<file path="src/rtl/mfqs_pkg.sv">
package mfqs_pkg;

   // Default sizes of the process table.
   localparam int DEF_MAX_PROCS  = 16;
   localparam int DEF_BURST_BITS = 12;

   // Fixed field widths of the request and response channels.
   localparam int NUM_LEVELS = 3;
   localparam int LEVEL_W    = 2;
   localparam int IN_BURST_W = 12;
   localparam int ID_W       = 5;
   localparam int TIME_W     = 16;
   localparam int PERIOD_W   = 4;
   localparam int CSR_IDX_W  = 1;

   // Queue levels.
   localparam logic [LEVEL_W-1:0] LVL0 = 2'd0;
   localparam logic [LEVEL_W-1:0] LVL1 = 2'd1;
   localparam logic [LEVEL_W-1:0] LVL2 = 2'd2;

   // Request actions.
   localparam logic ACT_LOAD = 1'b0;
   localparam logic ACT_TICK = 1'b1;

   // Configuration register indexes and reset values.
   localparam logic [CSR_IDX_W-1:0] CSR_LEVEL0_PERIOD = 1'd0;
   localparam logic [CSR_IDX_W-1:0] CSR_LEVEL1_PERIOD = 1'd1;
   localparam logic [PERIOD_W-1:0]  RST_LEVEL0_PERIOD = 4'd2;
   localparam logic [PERIOD_W-1:0]  RST_LEVEL1_PERIOD = 4'd3;

endpackage

</file>
<file path="src/rtl/mfqs_ram.sv">
module mfqs_ram #(
   parameter int WIDTH = 8,
   parameter int DEPTH = 16
) (
   input  logic                             clock,
   input  logic                             wr_en,
   input  logic [$clog2(DEPTH)-1:0]         wr_addr,
   input  logic [WIDTH-1:0]                 wr_data,
   input  logic                             rd_en,
   input  logic [$clog2(DEPTH)-1:0]         rd_addr,
   output logic [WIDTH-1:0]                 rd_data
);

   logic [WIDTH-1:0] mem_ff [DEPTH];
   logic [WIDTH-1:0] rd_data_ff;

   // One write port and one registered read port.
   always_ff @(posedge clock) begin
      if (wr_en) begin
         mem_ff[wr_addr] <= wr_data;
      end
      if (rd_en) begin
         rd_data_ff <= mem_ff[rd_addr];
      end
   end

   assign rd_data = rd_data_ff;

endmodule

</file>
<file path="src/rtl/multilevel_feedback_queue_scheduler.sv">
// Channel   Direction  Handshake             Contents
// req_      in         req_valid/req_ready   action, burst_length
// rsp_      out        rsp_valid/rsp_ready   one result per request
// csr_      in         csr_we                level period registers
//
// A load, a rejected request and a tick with every level empty show their response
// from the accepting edge on, so such requests can follow back to back while each
// response is taken. A tick that serves a process holds req_ready low while the
// sequencer reads the queue memory and then the process table; its response is
// registered in the execute state, after which the next request can be taken.
// Reset clears the queue pointers, counters, clock and rsp_valid, and presets periods.
// A new request is taken only when the sequencer is idle and the response
// register is empty or being emptied in the same cycle.
module multilevel_feedback_queue_scheduler
   import mfqs_pkg::*;
#(
   parameter int MAX_PROCS  = DEF_MAX_PROCS,
   parameter int BURST_BITS = DEF_BURST_BITS
) (
   input  logic                  clock,
   input  logic                  reset,
   input  logic                  req_valid,
   output logic                  req_ready,
   input  logic                  req_action,
   input  logic [IN_BURST_W-1:0] req_burst_length,
   output logic                  rsp_valid,
   input  logic                  rsp_ready,
   output logic                  rsp_accepted,
   output logic [ID_W-1:0]       rsp_served_id,
   output logic [LEVEL_W-1:0]    rsp_served_level,
   output logic                  rsp_completed,
   output logic [TIME_W-1:0]     rsp_finish_time,
   output logic [TIME_W-1:0]     rsp_delay_time,
   output logic                  rsp_all_done,
   input  logic                  csr_we,
   input  logic [CSR_IDX_W-1:0]  csr_index,
   input  logic [PERIOD_W-1:0]   csr_wdata
);

   localparam int SLOT_W     = $clog2(MAX_PROCS);
   localparam int CNT_W      = $clog2(MAX_PROCS + 1);
   localparam int SUM_W      = SLOT_W + 1;
   localparam int FIFO_DEPTH = 3 << SLOT_W;
   localparam int FIFO_AW    = SLOT_W + LEVEL_W;
   localparam int TBL_W      = 2 * BURST_BITS;

   // Sequencer states.
   localparam logic [1:0] ST_IDLE = 2'd0;
   localparam logic [1:0] ST_FIFO = 2'd1;
   localparam logic [1:0] ST_EXEC = 2'd2;

   logic [1:0]            state_ff, state_in;
   logic [SLOT_W-1:0]     head_ff  [NUM_LEVELS];
   logic [SLOT_W-1:0]     head_in  [NUM_LEVELS];
   logic [CNT_W-1:0]      count_ff [NUM_LEVELS];
   logic [CNT_W-1:0]      count_in [NUM_LEVELS];
   logic [TIME_W-1:0]     clock_ff, clock_in;
   logic [CNT_W-1:0]      loaded_ff, loaded_in;
   logic                  running_ff, running_in;
   logic [PERIOD_W-1:0]   period0_ff, period0_in;
   logic [PERIOD_W-1:0]   period1_ff, period1_in;
   logic [LEVEL_W-1:0]    lvl_ff, lvl_in;
   logic [SLOT_W-1:0]     slot_ff, slot_in;

   logic                  rsp_valid_ff, rsp_valid_in;
   logic                  rsp_accepted_ff, rsp_accepted_in;
   logic [ID_W-1:0]       rsp_id_ff, rsp_id_in;
   logic [LEVEL_W-1:0]    rsp_level_ff, rsp_level_in;
   logic                  rsp_completed_ff, rsp_completed_in;
   logic [TIME_W-1:0]     rsp_finish_ff, rsp_finish_in;
   logic [TIME_W-1:0]     rsp_wait_ff, rsp_wait_in;
   logic                  rsp_all_done_ff, rsp_all_done_in;

   // Memory ports.
   logic                  fifo_we, fifo_re;
   logic [FIFO_AW-1:0]    fifo_waddr, fifo_raddr;
   logic [SLOT_W-1:0]     fifo_wdata, fifo_rdata;
   logic                  tbl_we, tbl_re;
   logic [SLOT_W-1:0]     tbl_waddr, tbl_raddr;
   logic [TBL_W-1:0]      tbl_wdata, tbl_rdata;

   // Per-level tail positions and the level a tick would serve.
   logic [SLOT_W-1:0]     tail_pos [NUM_LEVELS];
   logic [SUM_W-1:0]      tail_sum [NUM_LEVELS];
   logic [LEVEL_W-1:0]    pick_lvl;
   logic [SLOT_W-1:0]     pick_head;
   logic                  any_queued;

   // Working values of the update step.
   logic [BURST_BITS-1:0] new_burst;
   logic [BURST_BITS-1:0] cur_burst, cur_rem, new_rem;
   logic [TIME_W-1:0]     new_clock, period_mask;
   logic [PERIOD_W-1:0]   period_sel;
   logic                  demote;
   logic [LEVEL_W-1:0]    tgt_lvl;
   logic                  load_ok;
   logic                  req_fire, rsp_free;

   assign req_fire = req_valid && req_ready;
   assign rsp_free = !rsp_valid_ff || rsp_ready;
   assign req_ready = (state_ff == ST_IDLE) && rsp_free;

   // Tail of each level is head plus count, wrapped once.
   always_comb begin
      for (int l = 0; l < NUM_LEVELS; l++) begin
         tail_sum[l] = SUM_W'(head_ff[l]) + SUM_W'(count_ff[l]);
         if (tail_sum[l] >= SUM_W'(MAX_PROCS)) begin
            tail_pos[l] = SLOT_W'(tail_sum[l] - SUM_W'(MAX_PROCS));
         end else begin
            tail_pos[l] = SLOT_W'(tail_sum[l]);
         end
      end
   end

   // Highest non-empty level and its head position.
   always_comb begin
      any_queued = 1'b1;
      if (count_ff[0] != '0) begin
         pick_lvl  = LVL0;
         pick_head = head_ff[0];
      end else if (count_ff[1] != '0) begin
         pick_lvl  = LVL1;
         pick_head = head_ff[1];
      end else begin
         pick_lvl   = LVL2;
         pick_head  = head_ff[2];
         any_queued = (count_ff[2] != '0);
      end
   end

   // Arithmetic of the served process.
   assign cur_burst  = tbl_rdata[TBL_W-1:BURST_BITS];
   assign cur_rem    = tbl_rdata[BURST_BITS-1:0];
   assign new_rem    = cur_rem - BURST_BITS'(1);
   assign new_clock  = clock_ff + TIME_W'(1);
   assign period_sel = (lvl_ff == LVL0) ? period0_ff : period1_ff;
   assign period_mask = (TIME_W'(1) << period_sel) - TIME_W'(1);
   assign demote     = (lvl_ff != LVL2) && ((new_clock & period_mask) == '0);
   assign tgt_lvl    = demote ? (lvl_ff + LEVEL_W'(1)) : lvl_ff;

   // Load checks.
   assign new_burst = BURST_BITS'(req_burst_length);
   assign load_ok   = !running_ff && (loaded_ff < CNT_W'(MAX_PROCS)) && (new_burst != '0);

   // Sequencer and next-state logic.
   always_comb begin
      state_in   = state_ff;
      head_in    = head_ff;
      count_in   = count_ff;
      clock_in   = clock_ff;
      loaded_in  = loaded_ff;
      running_in = running_ff;
      lvl_in     = lvl_ff;
      slot_in    = slot_ff;

      rsp_valid_in     = rsp_valid_ff && !rsp_ready;
      rsp_accepted_in  = rsp_accepted_ff;
      rsp_id_in        = rsp_id_ff;
      rsp_level_in     = rsp_level_ff;
      rsp_completed_in = rsp_completed_ff;
      rsp_finish_in    = rsp_finish_ff;
      rsp_wait_in      = rsp_wait_ff;
      rsp_all_done_in  = rsp_all_done_ff;

      fifo_we    = 1'b0;
      fifo_waddr = {LVL0, tail_pos[0]};
      fifo_wdata = loaded_ff[SLOT_W-1:0];
      fifo_re    = 1'b0;
      fifo_raddr = {pick_lvl, pick_head};
      tbl_we     = 1'b0;
      tbl_waddr  = loaded_ff[SLOT_W-1:0];
      tbl_wdata  = {new_burst, new_burst};
      tbl_re     = 1'b0;
      tbl_raddr  = fifo_rdata;

      case (state_ff)
         ST_IDLE: begin
            if (req_fire) begin
               if (req_action == ACT_LOAD) begin
                  // Load answers at once; a rejected load leaves state alone.
                  rsp_valid_in     = 1'b1;
                  rsp_level_in     = LVL0;
                  rsp_completed_in = 1'b0;
                  rsp_finish_in    = clock_ff;
                  rsp_wait_in      = '0;
                  if (load_ok) begin
                     fifo_we         = 1'b1;
                     tbl_we          = 1'b1;
                     count_in[0]     = count_ff[0] + CNT_W'(1);
                     loaded_in       = loaded_ff + CNT_W'(1);
                     rsp_accepted_in = 1'b1;
                     rsp_id_in       = ID_W'(SUM_W'(loaded_ff[SLOT_W-1:0]) + SUM_W'(1));
                     rsp_all_done_in = 1'b0;
                  end else begin
                     rsp_accepted_in = 1'b0;
                     rsp_id_in       = '0;
                     rsp_all_done_in = !any_queued;
                  end
               end else begin
                  running_in = 1'b1;
                  if (any_queued) begin
                     // Fetch the head slot of the chosen level.
                     fifo_re  = 1'b1;
                     lvl_in   = pick_lvl;
                     state_in = ST_FIFO;
                  end else begin
                     rsp_valid_in     = 1'b1;
                     rsp_accepted_in  = 1'b0;
                     rsp_id_in        = '0;
                     rsp_level_in     = LVL0;
                     rsp_completed_in = 1'b0;
                     rsp_finish_in    = clock_ff;
                     rsp_wait_in      = '0;
                     rsp_all_done_in  = 1'b1;
                  end
               end
            end
         end
         ST_FIFO: begin
            // Slot number is back; fetch its burst and remaining time.
            tbl_re   = 1'b1;
            slot_in  = fifo_rdata;
            state_in = ST_EXEC;
         end
         ST_EXEC: begin
            // Pop the head, update the clock and the remaining time.
            for (int l = 0; l < NUM_LEVELS; l++) begin
               if (LEVEL_W'(l) == lvl_ff) begin
                  head_in[l]  = (head_ff[l] == SLOT_W'(MAX_PROCS - 1)) ?
                                '0 : head_ff[l] + SLOT_W'(1);
                  count_in[l] = count_ff[l] - CNT_W'(1);
               end
            end
            clock_in  = new_clock;
            tbl_we    = 1'b1;
            tbl_waddr = slot_ff;
            tbl_wdata = {cur_burst, new_rem};

            // Requeue at the tail of the target level unless finished.
            if (new_rem != '0) begin
               fifo_we = 1'b1;
               fifo_wdata = slot_ff;
               case (tgt_lvl)
                  LVL0:    fifo_waddr = {LVL0, tail_pos[0]};
                  LVL1:    fifo_waddr = {LVL1, tail_pos[1]};
                  default: fifo_waddr = {LVL2, tail_pos[2]};
               endcase
               for (int l = 0; l < NUM_LEVELS; l++) begin
                  if (LEVEL_W'(l) == tgt_lvl) begin
                     count_in[l] = count_in[l] + CNT_W'(1);
                  end
               end
            end

            rsp_valid_in     = 1'b1;
            rsp_accepted_in  = 1'b1;
            rsp_id_in        = ID_W'(SUM_W'(slot_ff) + SUM_W'(1));
            rsp_level_in     = lvl_ff;
            rsp_completed_in = (new_rem == '0);
            rsp_finish_in    = new_clock;
            rsp_wait_in      = (new_rem == '0) ? (new_clock - TIME_W'(cur_burst)) : '0;
            rsp_all_done_in  = (count_in[0] == '0) && (count_in[1] == '0) &&
                               (count_in[2] == '0);
            state_in         = ST_IDLE;
         end
         default: begin
            state_in = ST_IDLE;
         end
      endcase
   end

   // Configuration writes.
   always_comb begin
      period0_in = period0_ff;
      period1_in = period1_ff;
      if (csr_we) begin
         case (csr_index)
            CSR_LEVEL0_PERIOD: period0_in = csr_wdata;
            CSR_LEVEL1_PERIOD: period1_in = csr_wdata;
            default: begin
            end
         endcase
      end
   end

   // Control registers.
   always_ff @(posedge clock) begin
      if (reset) begin
         state_ff     <= ST_IDLE;
         clock_ff     <= '0;
         loaded_ff    <= '0;
         running_ff   <= 1'b0;
         period0_ff   <= RST_LEVEL0_PERIOD;
         period1_ff   <= RST_LEVEL1_PERIOD;
         rsp_valid_ff <= 1'b0;
         for (int l = 0; l < NUM_LEVELS; l++) begin
            head_ff[l]  <= '0;
            count_ff[l] <= '0;
         end
      end else begin
         state_ff     <= state_in;
         clock_ff     <= clock_in;
         loaded_ff    <= loaded_in;
         running_ff   <= running_in;
         period0_ff   <= period0_in;
         period1_ff   <= period1_in;
         rsp_valid_ff <= rsp_valid_in;
         head_ff      <= head_in;
         count_ff     <= count_in;
      end
   end

   // Payload registers.
   always_ff @(posedge clock) begin
      lvl_ff           <= lvl_in;
      slot_ff          <= slot_in;
      rsp_accepted_ff  <= rsp_accepted_in;
      rsp_id_ff        <= rsp_id_in;
      rsp_level_ff     <= rsp_level_in;
      rsp_completed_ff <= rsp_completed_in;
      rsp_finish_ff    <= rsp_finish_in;
      rsp_wait_ff      <= rsp_wait_in;
      rsp_all_done_ff  <= rsp_all_done_in;
   end

   // Three circular queues, one region of the memory per level.
   mfqs_ram #(
      .WIDTH (SLOT_W),
      .DEPTH (FIFO_DEPTH)
   ) u_fifo_ram (
      .clock   (clock),
      .wr_en   (fifo_we),
      .wr_addr (fifo_waddr),
      .wr_data (fifo_wdata),
      .rd_en   (fifo_re),
      .rd_addr (fifo_raddr),
      .rd_data (fifo_rdata)
   );

   // Process table: burst length and remaining time per slot.
   mfqs_ram #(
      .WIDTH (TBL_W),
      .DEPTH (MAX_PROCS)
   ) u_table_ram (
      .clock   (clock),
      .wr_en   (tbl_we),
      .wr_addr (tbl_waddr),
      .wr_data (tbl_wdata),
      .rd_en   (tbl_re),
      .rd_addr (tbl_raddr),
      .rd_data (tbl_rdata)
   );

   assign rsp_valid        = rsp_valid_ff;
   assign rsp_accepted     = rsp_accepted_ff;
   assign rsp_served_id    = rsp_id_ff;
   assign rsp_served_level = rsp_level_ff;
   assign rsp_completed    = rsp_completed_ff;
   assign rsp_finish_time  = rsp_finish_ff;
   assign rsp_delay_time   = rsp_wait_ff;
   assign rsp_all_done     = rsp_all_done_ff;

endmodule

</file>
<file path="config.mk">
export PLATFORM = sky130hd
export DESIGN_NAME = multilevel_feedback_queue_scheduler
export DESIGN_NICKNAME = d
export VERILOG_FILES = /design/src/rtl/mfqs_pkg.sv /design/src/rtl/mfqs_ram.sv /design/src/rtl/multilevel_feedback_queue_scheduler.sv
export SDC_FILE = /design/constraint.sdc
export NUM_CORES = 1
export LEC_CHECK = 0
export BUFFER_PORTS_ARGS = -buffer_cell sky130_fd_sc_hd__buf_4
export CAP_MARGIN = 10
export CORE_MARGIN = 2
export CORE_UTILIZATION = 55
export CTS_CLUSTER_DIAMETER = 150
export DETAILED_ROUTE_END_ITERATION = 7
export GPL_ROUTABILITY_DRIVEN = 0
export PLACE_DENSITY = 0.83
export SYNTH_ARGS = -nofsm -noshare
export SYNTH_HDL_FRONTEND = slang
export SYNTH_HIERARCHICAL = 1
export SYNTH_SLANG_ARGS = --single-unit
</file>
<file path="constraint.sdc">
create_clock -name clock -period 6.52 [get_ports clock]
set_input_delay 1.304 -clock clock [delete_from_list [all_inputs] [get_ports clock]]
set_output_delay 1.304 -clock clock [all_outputs]
set_load 0.01 [all_outputs]
</file>
==> results of run 1 <==
logic make-up (layout without fill, tap and decap cells):
family	count (synthesis)	in the layout	synth area share [%]
adder cells (fa/ha/maj)	44	44	1.871
XOR/XNOR	98	98	2.790
multiplexers	203	203	11.38
buffers and inverters	165	296	2.491
AO/OA/AOI/OAI	276	276	6.225
AND/OR/NAND/NOR	517	517	8.289
flip-flops	712	712	66.95
area by class of cell:
cell class	instances	area share, %
inverter	53	0.5743
sequential	712	59.98
multi-input combinational	1138	27.69
clock buffer	93	5.490
timing repair buffer	117	2.799
clock inverter	33	0.7332
tap	756	2.730
worst max-delay path: stages, from the launching register on:
cell                       delay [ns]
sky130_fd_sc_hd__edfxtp_1        0.48
sky130_fd_sc_hd__inv_1           0.19
sky130_fd_sc_hd__ha_1            0.39
sky130_fd_sc_hd__buf_4           0.37
sky130_fd_sc_hd__nor3_1          0.10
sky130_fd_sc_hd__a21o_1          0.21
sky130_fd_sc_hd__nand2_1         0.07
sky130_fd_sc_hd__ha_1            0.37
sky130_fd_sc_hd__inv_1           0.17
sky130_fd_sc_hd__nand2b_1        0.13
sky130_fd_sc_hd__o22ai_1         0.09
sky130_fd_sc_hd__a22oi_1         0.23
sky130_fd_sc_hd__and4b_2         0.34
sky130_fd_sc_hd__nand3_4         0.13
sky130_fd_sc_hd__mux2_4          0.40
sky130_fd_sc_hd__nor2_1          0.42
sky130_fd_sc_hd__a222oi_1        0.21
sky130_fd_sc_hd__inv_1           0.30
sky130_fd_sc_hd__nor2b_1         0.24
sky130_fd_sc_hd__nand3_1         0.35
sky130_fd_sc_hd__nor2_1          0.46
path summary, 6_finish.rpt:
path                   start                        to  slack (ns)  depth (start not counted)
hold / removal    running_ff                running_ff        0.48                          2
setup / recovery   lvl_ff[0]  u_fifo_ram/mem_ff[35][0]        0.48                         20
hold reg to reg   running_ff                running_ff        0.48                          2
setup reg to reg   lvl_ff[0]  u_fifo_ram/mem_ff[35][0]        0.48                         20
per-stage QoR:
step | util [%] | hold slack [ns] | total power, mW | std cells | setup WS, ns
after detailed placement | 57.93 | 0.4637 | 6.312 | 2775 | 0.6459
after floorplan | - | 0.4244 | 5.993 | 2015 | 0.8438
after global placement | 57.93 | 0.4399 | 6.272 | 2775 | 0.9947
after CTS | 61.78 | 0.4722 | 10.11 | 2901 | 0.5997
final | 61.80 | 0.4772 | 10.07 | 2902 | 0.4837
after global routing | 61.80 | 0.4882 | 10.35 | 2902 | 0.2149
placed cells by master (no fill, tap or decap), drive strengths merged, types with 7 or more instances in the layout:
master  netlist  layout
mux4        117     117
mux2          8       8
o21ai        52      52
or3          16      16
nor4         13      13
nand4        13      13
a221oi        9       9
ha           40      40
mux2i        78      78
nand3b        8       8
xor2         35      35
edfxtp      652     652
nor2        156     156
clkinv        0      23
o22ai        11      11
a22oi        67      67
xnor2        63      63
clkbuf       71      93
buf          41     117
dfxtp        60      60
nor2b        30      30
and2          7       7
nand2b       17      17
nor3b         7       7
a211oi        9       9
and3         10      10
inv          53      58
nor3         35      35
a21oi        64      64
nand3        41      41
a22o          8       8
nand2       138     138
registers in the layout, summed over array words and instances, names as in the netlist, 2 cells and up:
name,flops
u_table_ram/mem_ff,384
u_fifo_ram/mem_ff,192
u_table_ram/rd_data,24
clock_ff,16
rsp_delay_time,16
rsp_finish_time,16
count_ff,15
head_ff,12
loaded_ff,5
rsp_served_id,5
period0_ff,4
period1_ff,4
slot_ff,4
u_fifo_ram/rd_data,4
lvl_ff,2
rsp_served_level,2
state_ff,2
power groups by stage:
stage	Sequential, mW	Clock [mW]	Combinational (mW)
detailed placement	5.23	0	1.08
finish	5.14	3.84	1.10
CTS	5.14	3.89	1.09
global route	5.14	4.04	1.17
global placement	5.23	0	1.04
floorplan	5.23	0	0.758
routing by layer:
| metal | vias to the layer above | routed length (um) | global-route usage, % | share of wire, % |
|---|---|---|---|---|
| met4 | 0 | 2059 | 7.618 | 2.9 |
| met3 | 173 | 7117 | 4.928 | 9.9 |
| met1 | 9225 | 28200 | 33.97 | 39 |
| met5 | - | 0 | 0 | 0 |
| met2 | 1037 | 34430 | 39.02 | 48 |
| li1 | 7949 | - | - | - |
==> metrics.yaml, run 1 <==
drv_cap: 0
grt_pass1_vias: 18115
minimum_clock_period_ns: 6.036
p_sw_share_pct: 23.71
synthesis.area_um2: 31040
n_antenna_cell: 0
layout.nets: 2161
ys.flop_type: "sky130_fd_sc_hd__edfxtp_1"
tritoncts.num_buffers: 72
mappedNetlistNets: 2082
vias_per_cell: 6.335
switching_power_mw: 2.388
final_wirelength_um: 71810
power.density_cell_area_nw_per_um2: 290.8
max_slew_violation_total_from_the_final_report: 0
post_cts.repair.setup_buffers: 0
detail_route.drc_violations: 0
length_of_the_first_detailed_routing_pass_in_iterations: 6
filler_cell_count: 3819
vias: 18384
max_freq_mhz: 165.7
detailedPlacementHpwl_um: 42970
layout_cell_share_with_drive_strength_beyond_1_pct: 17.94
critical_path.max_fanout: 29
synth-edff-count: 652
final_area_um2: 34640
htreeDepth: 3
yosysWarningCount: 6
detail_route.iter0.violations: 2190
syn_inst: 2015
drt-wirelength-per-cell_um: 24.74
synth-seq-area-share_pct: 66.95
final_min_period_over_clock_period_pct: 92.58
chipHeight_um: 241.6
total_i_o_pin_count: 67
number_of_antenna_violations_at_the_first_check_in_global_routing: 0
tightestPinTransition_ns: 1.235
grt_first_pass_wirelength_um: 108400
post_cts_resized: 0
synthToLayoutAreaGrowth_pct: 11.62
grt_max_degree: 98
cts_tree: "built"
cts_root_buffer: "sky130_fd_sc_hd__clkbuf_16"
holdCritPathClass: "reg2reg"
status: "complete, no violations"
synth.top_cells.by_area: "sky130_fd_sc_hd__edfxtp_1 63%, sky130_fd_sc_hd__mux4_2 8.1%, sky130_fd_sc_hd__dfxtp_1 3.9%"
critPathRequiredTime_ns: 6.78
syn-mean-instance-area_um2: 15.40
total_leakage_power_nw: 11.68
core_region_area_um2: 56060
intPower_mw: 7.685
maxSlewHeadroom_pct: 17.39
share_comb_of_total_power_pct: 10.9
timing.critical_path.to_type: "flip-flop"
floorplan.initialDensity_pct: 55.36
fp.dieArea_um2: 58350
yosysTopAreaCell: "sky130_fd_sc_hd__edfxtp_1"
unrepaired_setup_endpoints_after_global_routing: "no"
synth.lib_cells_used.distinct: 95
finalSetupTns_ns: 0
max-clock-path-buffers: 3
timing.critical_path.from_type: "flip-flop"
holdBufCountCts: 0
ir_worst_vdd_v: 0.0002330
port-buffer-count: 66
ys_top_cells_by_count: "652 x sky130_fd_sc_hd__edfxtp_1, 153 x sky130_fd_sc_hd__nor2_1, 137 x sky130_fd_sc_hd__nand2_1"
synth-async-reset-ratio_pct: 0
dieWidth_um: 241.6
cts_sinks: 712
row_count: 87
crit_arrival_ns: 6.30
fin_worst_skew_ns: 0.01801
yosysMostFrequentCell: "sky130_fd_sc_hd__edfxtp_1"
yosys.area.top_type_share_pct: 63.08
overflow: 0
worst-setup-path-type: "reg2reg"
antenna_violating_nets_post_route: 0
multi_input_area_um2: 9593
sequentialPowerShare_pct: 51.0
power_frac_clock_pct: 38.1
ys_seq_elements: 712
hold_viol: 0
clk_latency_ns: 0.62
clkTransAtPathRegs_ns: 0.06
setup_violations: 0
placed_cell_area_um2: 32480
globalRouteTotalUtil_pct: 24.37
sequential_cell_area_um2: 20780
Note: power is estimated with default switching activity, not from simulation.
==> run 2, diff against run 1 <==
--- a/config.mk
+++ b/config.mk
@@ -13,6 +13,7 @@
 export DETAILED_ROUTE_END_ITERATION = 7
 export GPL_ROUTABILITY_DRIVEN = 0
 export PLACE_DENSITY = 0.83
+export REMOVE_ABC_BUFFERS = 1
 export SYNTH_ARGS = -nofsm -noshare
 export SYNTH_HDL_FRONTEND = slang
 export SYNTH_HIERARCHICAL = 1
==> run 2 against run 1 <==
Combinational power about the same. Hold slack lost 0.025 ns. Design area rose by 0.35%. Non-clock buffer count down 4. Cell count is 0.10% lower. Sequential share of layout area is 0.21 points lower. Die area did not move.
==> metrics.yaml, run 2 (synthesis gave the netlist of run 1 again) <==
critPathRequiredTime_ns: 6.77
grt_max_degree: 98
port-buffer-count: 66
power.density_cell_area_nw_per_um2: 295.5
post_cts.repair.setup_buffers: 0
drv_cap: 0
holdCritPathClass: "reg2reg"
maxSlewHeadroom_pct: 12.85
detail_route.iter0.violations: 2655
critical-path-top-delay-family: "simple AND/OR/NAND/NOR gates"
total_leakage_power_nw: 11.74
antenna_violating_nets_post_route: 0
finalCoreUtilization_pct: 62.02
fin_worst_skew_ns: 0.05911
max-clock-path-buffers: 3
clk_latency_ns: 0.63
setup_violations: 0
placed_cell_area_um2: 32420
layout_cell_share_with_drive_strength_beyond_1_pct: 18.34
final_wirelength_um: 73760
worst_setup_slack_final_ns: 0.4222
fp.dieArea_um2: 58350
cts_root_buffer: "sky130_fd_sc_hd__clkbuf_16"
overflow: 0
top_register: "u_table_ram/mem_ff"
status: "complete, no violations"
largest_reg_flops: 384
max_freq_mhz: 164.0
multi_input_area_um2: 9607
sequential_cell_area_um2: 20780
r2r-end: "u_fifo_ram/mem_ff[3][3]"
largest_stage_delay_on_the_critical_path_ns: 0.51
critical_path.slowest_cell: "sky130_fd_sc_hd__ha_2"
tightestPinTransition_ns: 1.305
worst-setup-path-type: "reg2reg"
detail_route.drc_violations: 0
detailedPlace.worstSlack_ns: 0.3894
critical_path.max_fanout: 25
timing.critical_path.from_type: "flip-flop"
crit_path_buf_inv_count: 2
total_i_o_pin_count: 67
n_antenna_cell: 0
grt_first_pass_wirelength_um: 112400
grt_pass1_vias: 18694
final_min_period_over_clock_period_pct: 93.52
cts_sinks: 712
finalSetupTns_ns: 0
unrepaired_setup_endpoints_after_global_routing: "yes"
globalRouteTotalUtil_pct: 25.40
filler_cell_count: 3815
min_to: "running_ff"
crit_chain: "inv_1, ha_2, mux2i_1, o21a_1, nand2_1, ha_1, o221ai_1, o221ai_1, a211o_1, and4b_2, nand3_4, mux2_4, nor2_1, a222oi_1, inv_1, nor2b_1, nand3_1, nor2_1"
final_area_um2: 34770
most_frequent_standard_cell_in_the_layout_excluding_fill_and_tap_cells: "sky130_fd_sc_hd__edfxtp_1"
worst-r2r-setup-slack_ns: 0.42
floorplan.initialDensity_pct: 55.36
drt-wirelength-per-cell_um: 25.44
row_count: 87
timing.critical_path.to_type: "flip-flop"
cts_tree: "built"
number_of_antenna_violations_at_the_first_check_in_global_routing: 1
minimum_clock_period_ns: 6.098
rr_worst_depth: 18
synthToLayoutAreaGrowth_pct: 12.02
dieWidth_um: 241.6
mostFrequentLayoutCells: "652 x sky130_fd_sc_hd__edfxtp_1, 139 x sky130_fd_sc_hd__nor2_1, 137 x sky130_fd_sc_hd__nand2_1, 111 x sky130_fd_sc_hd__mux4_2, 107 x sky130_fd_sc_hd__buf_4"
length_of_the_first_detailed_routing_pass_in_iterations: 6
tritoncts.num_buffers: 71
vias_per_cell: 6.457
layout.nets: 2156
detailedPlacementHpwl_um: 43240
hold_viol: 0
worstHoldStart: "running_ff"
worstReg2RegStart: "lvl_ff[0]"
clkTransAtPathRegs_ns: 0.06
vias: 18720
core_region_area_um2: 56060
htreeDepth: 3
worst_hold_path.num_cells: 2
ir_worst_vdd_v: 0.0002192
max_slew_violation_total_from_the_final_report: 0
crit_arrival_ns: 6.35
chipHeight_um: 241.6
[run 2: cell count changes in the layout (fill, tap and decap cells not counted), moves of 3 or more]
cell and delta:
sky130_fd_sc_hd__clkinvlp_4 -3, sky130_fd_sc_hd__clkinv_16 +3, sky130_fd_sc_hd__clkbuf_1 -7, sky130_fd_sc_hd__bufinv_16 +5, sky130_fd_sc_hd__clkinv_2 +5
[run 2: per-layer routing]
| layer | track usage, % | routed length (um) |
|---|---|---|
| met1 | 34.57 | 27700 |
| met5 | 0 | 0 |
| met4 | 9.299 | 2245 |
| met2 | 41.31 | 36130 |
| met3 | 4.617 | 7679 |
[run 2: repair_timing]
action | CTS | global route
gates resized for setup | 0 | 3
endpoints found under the setup margin | 0 | 118
hold buffers | 0 | 0
[run 2: power breakdown]
group	switching, mW	internal (mW)	total, mW
Combinational	0.648	0.442	1.09
Sequential	0.0482	5.09	5.14
Clock	1.73	2.31	4.04
Total	2.43	7.85	10.3
[run 2: tightest hold or removal path, cell delays in order (launching register included)]
cell	delay [ns]
sky130_fd_sc_hd__dfxtp_1	0.31
sky130_fd_sc_hd__inv_1	0.05
sky130_fd_sc_hd__a21oi_1	0.05
[run 2: area by class of cell]
class                           instances  share of cell area (%)
Tap cell                              756                   2.721
Clock buffer                           84                   5.251
Multi-Input combinational cell       1138                   27.63
Sequential cell                       712                   59.77
Timing Repair Buffer                  113                   2.631
Inverter                               53                  0.5722
Clock inverter                         43                   1.422
[run 2: per-stage QoR]
| stage | total power [mW] | hold slack [ns] | instances |
|---|---|---|---|
| floorplan | 6.007 | 0.4196 | 1903 |
| global placement | 6.260 | 0.4374 | 2771 |
| detailed placement | 6.298 | 0.4382 | 2771 |
| CTS | 10.31 | 0.4523 | 2898 |
| global route | 10.56 | 0.5051 | 2899 |
| finish | 10.27 | 0.4527 | 2899 |
[run 2: worst max-delay path by stage]
stage / startpoint / to / cells after the start
detailed placement: lvl_ff[0] / u_fifo_ram/mem_ff[43][0] / 18
floorplan: count_ff[6] / u_fifo_ram/rd_data[0] / 9
global route: lvl_ff[0] / u_fifo_ram/mem_ff[11][1] / 19
finish: lvl_ff[0] / u_fifo_ram/mem_ff[3][3] / 18
global placement: lvl_ff[0] / u_fifo_ram/mem_ff[43][0] / 18
CTS: lvl_ff[0] / u_fifo_ram/mem_ff[43][2] / 18
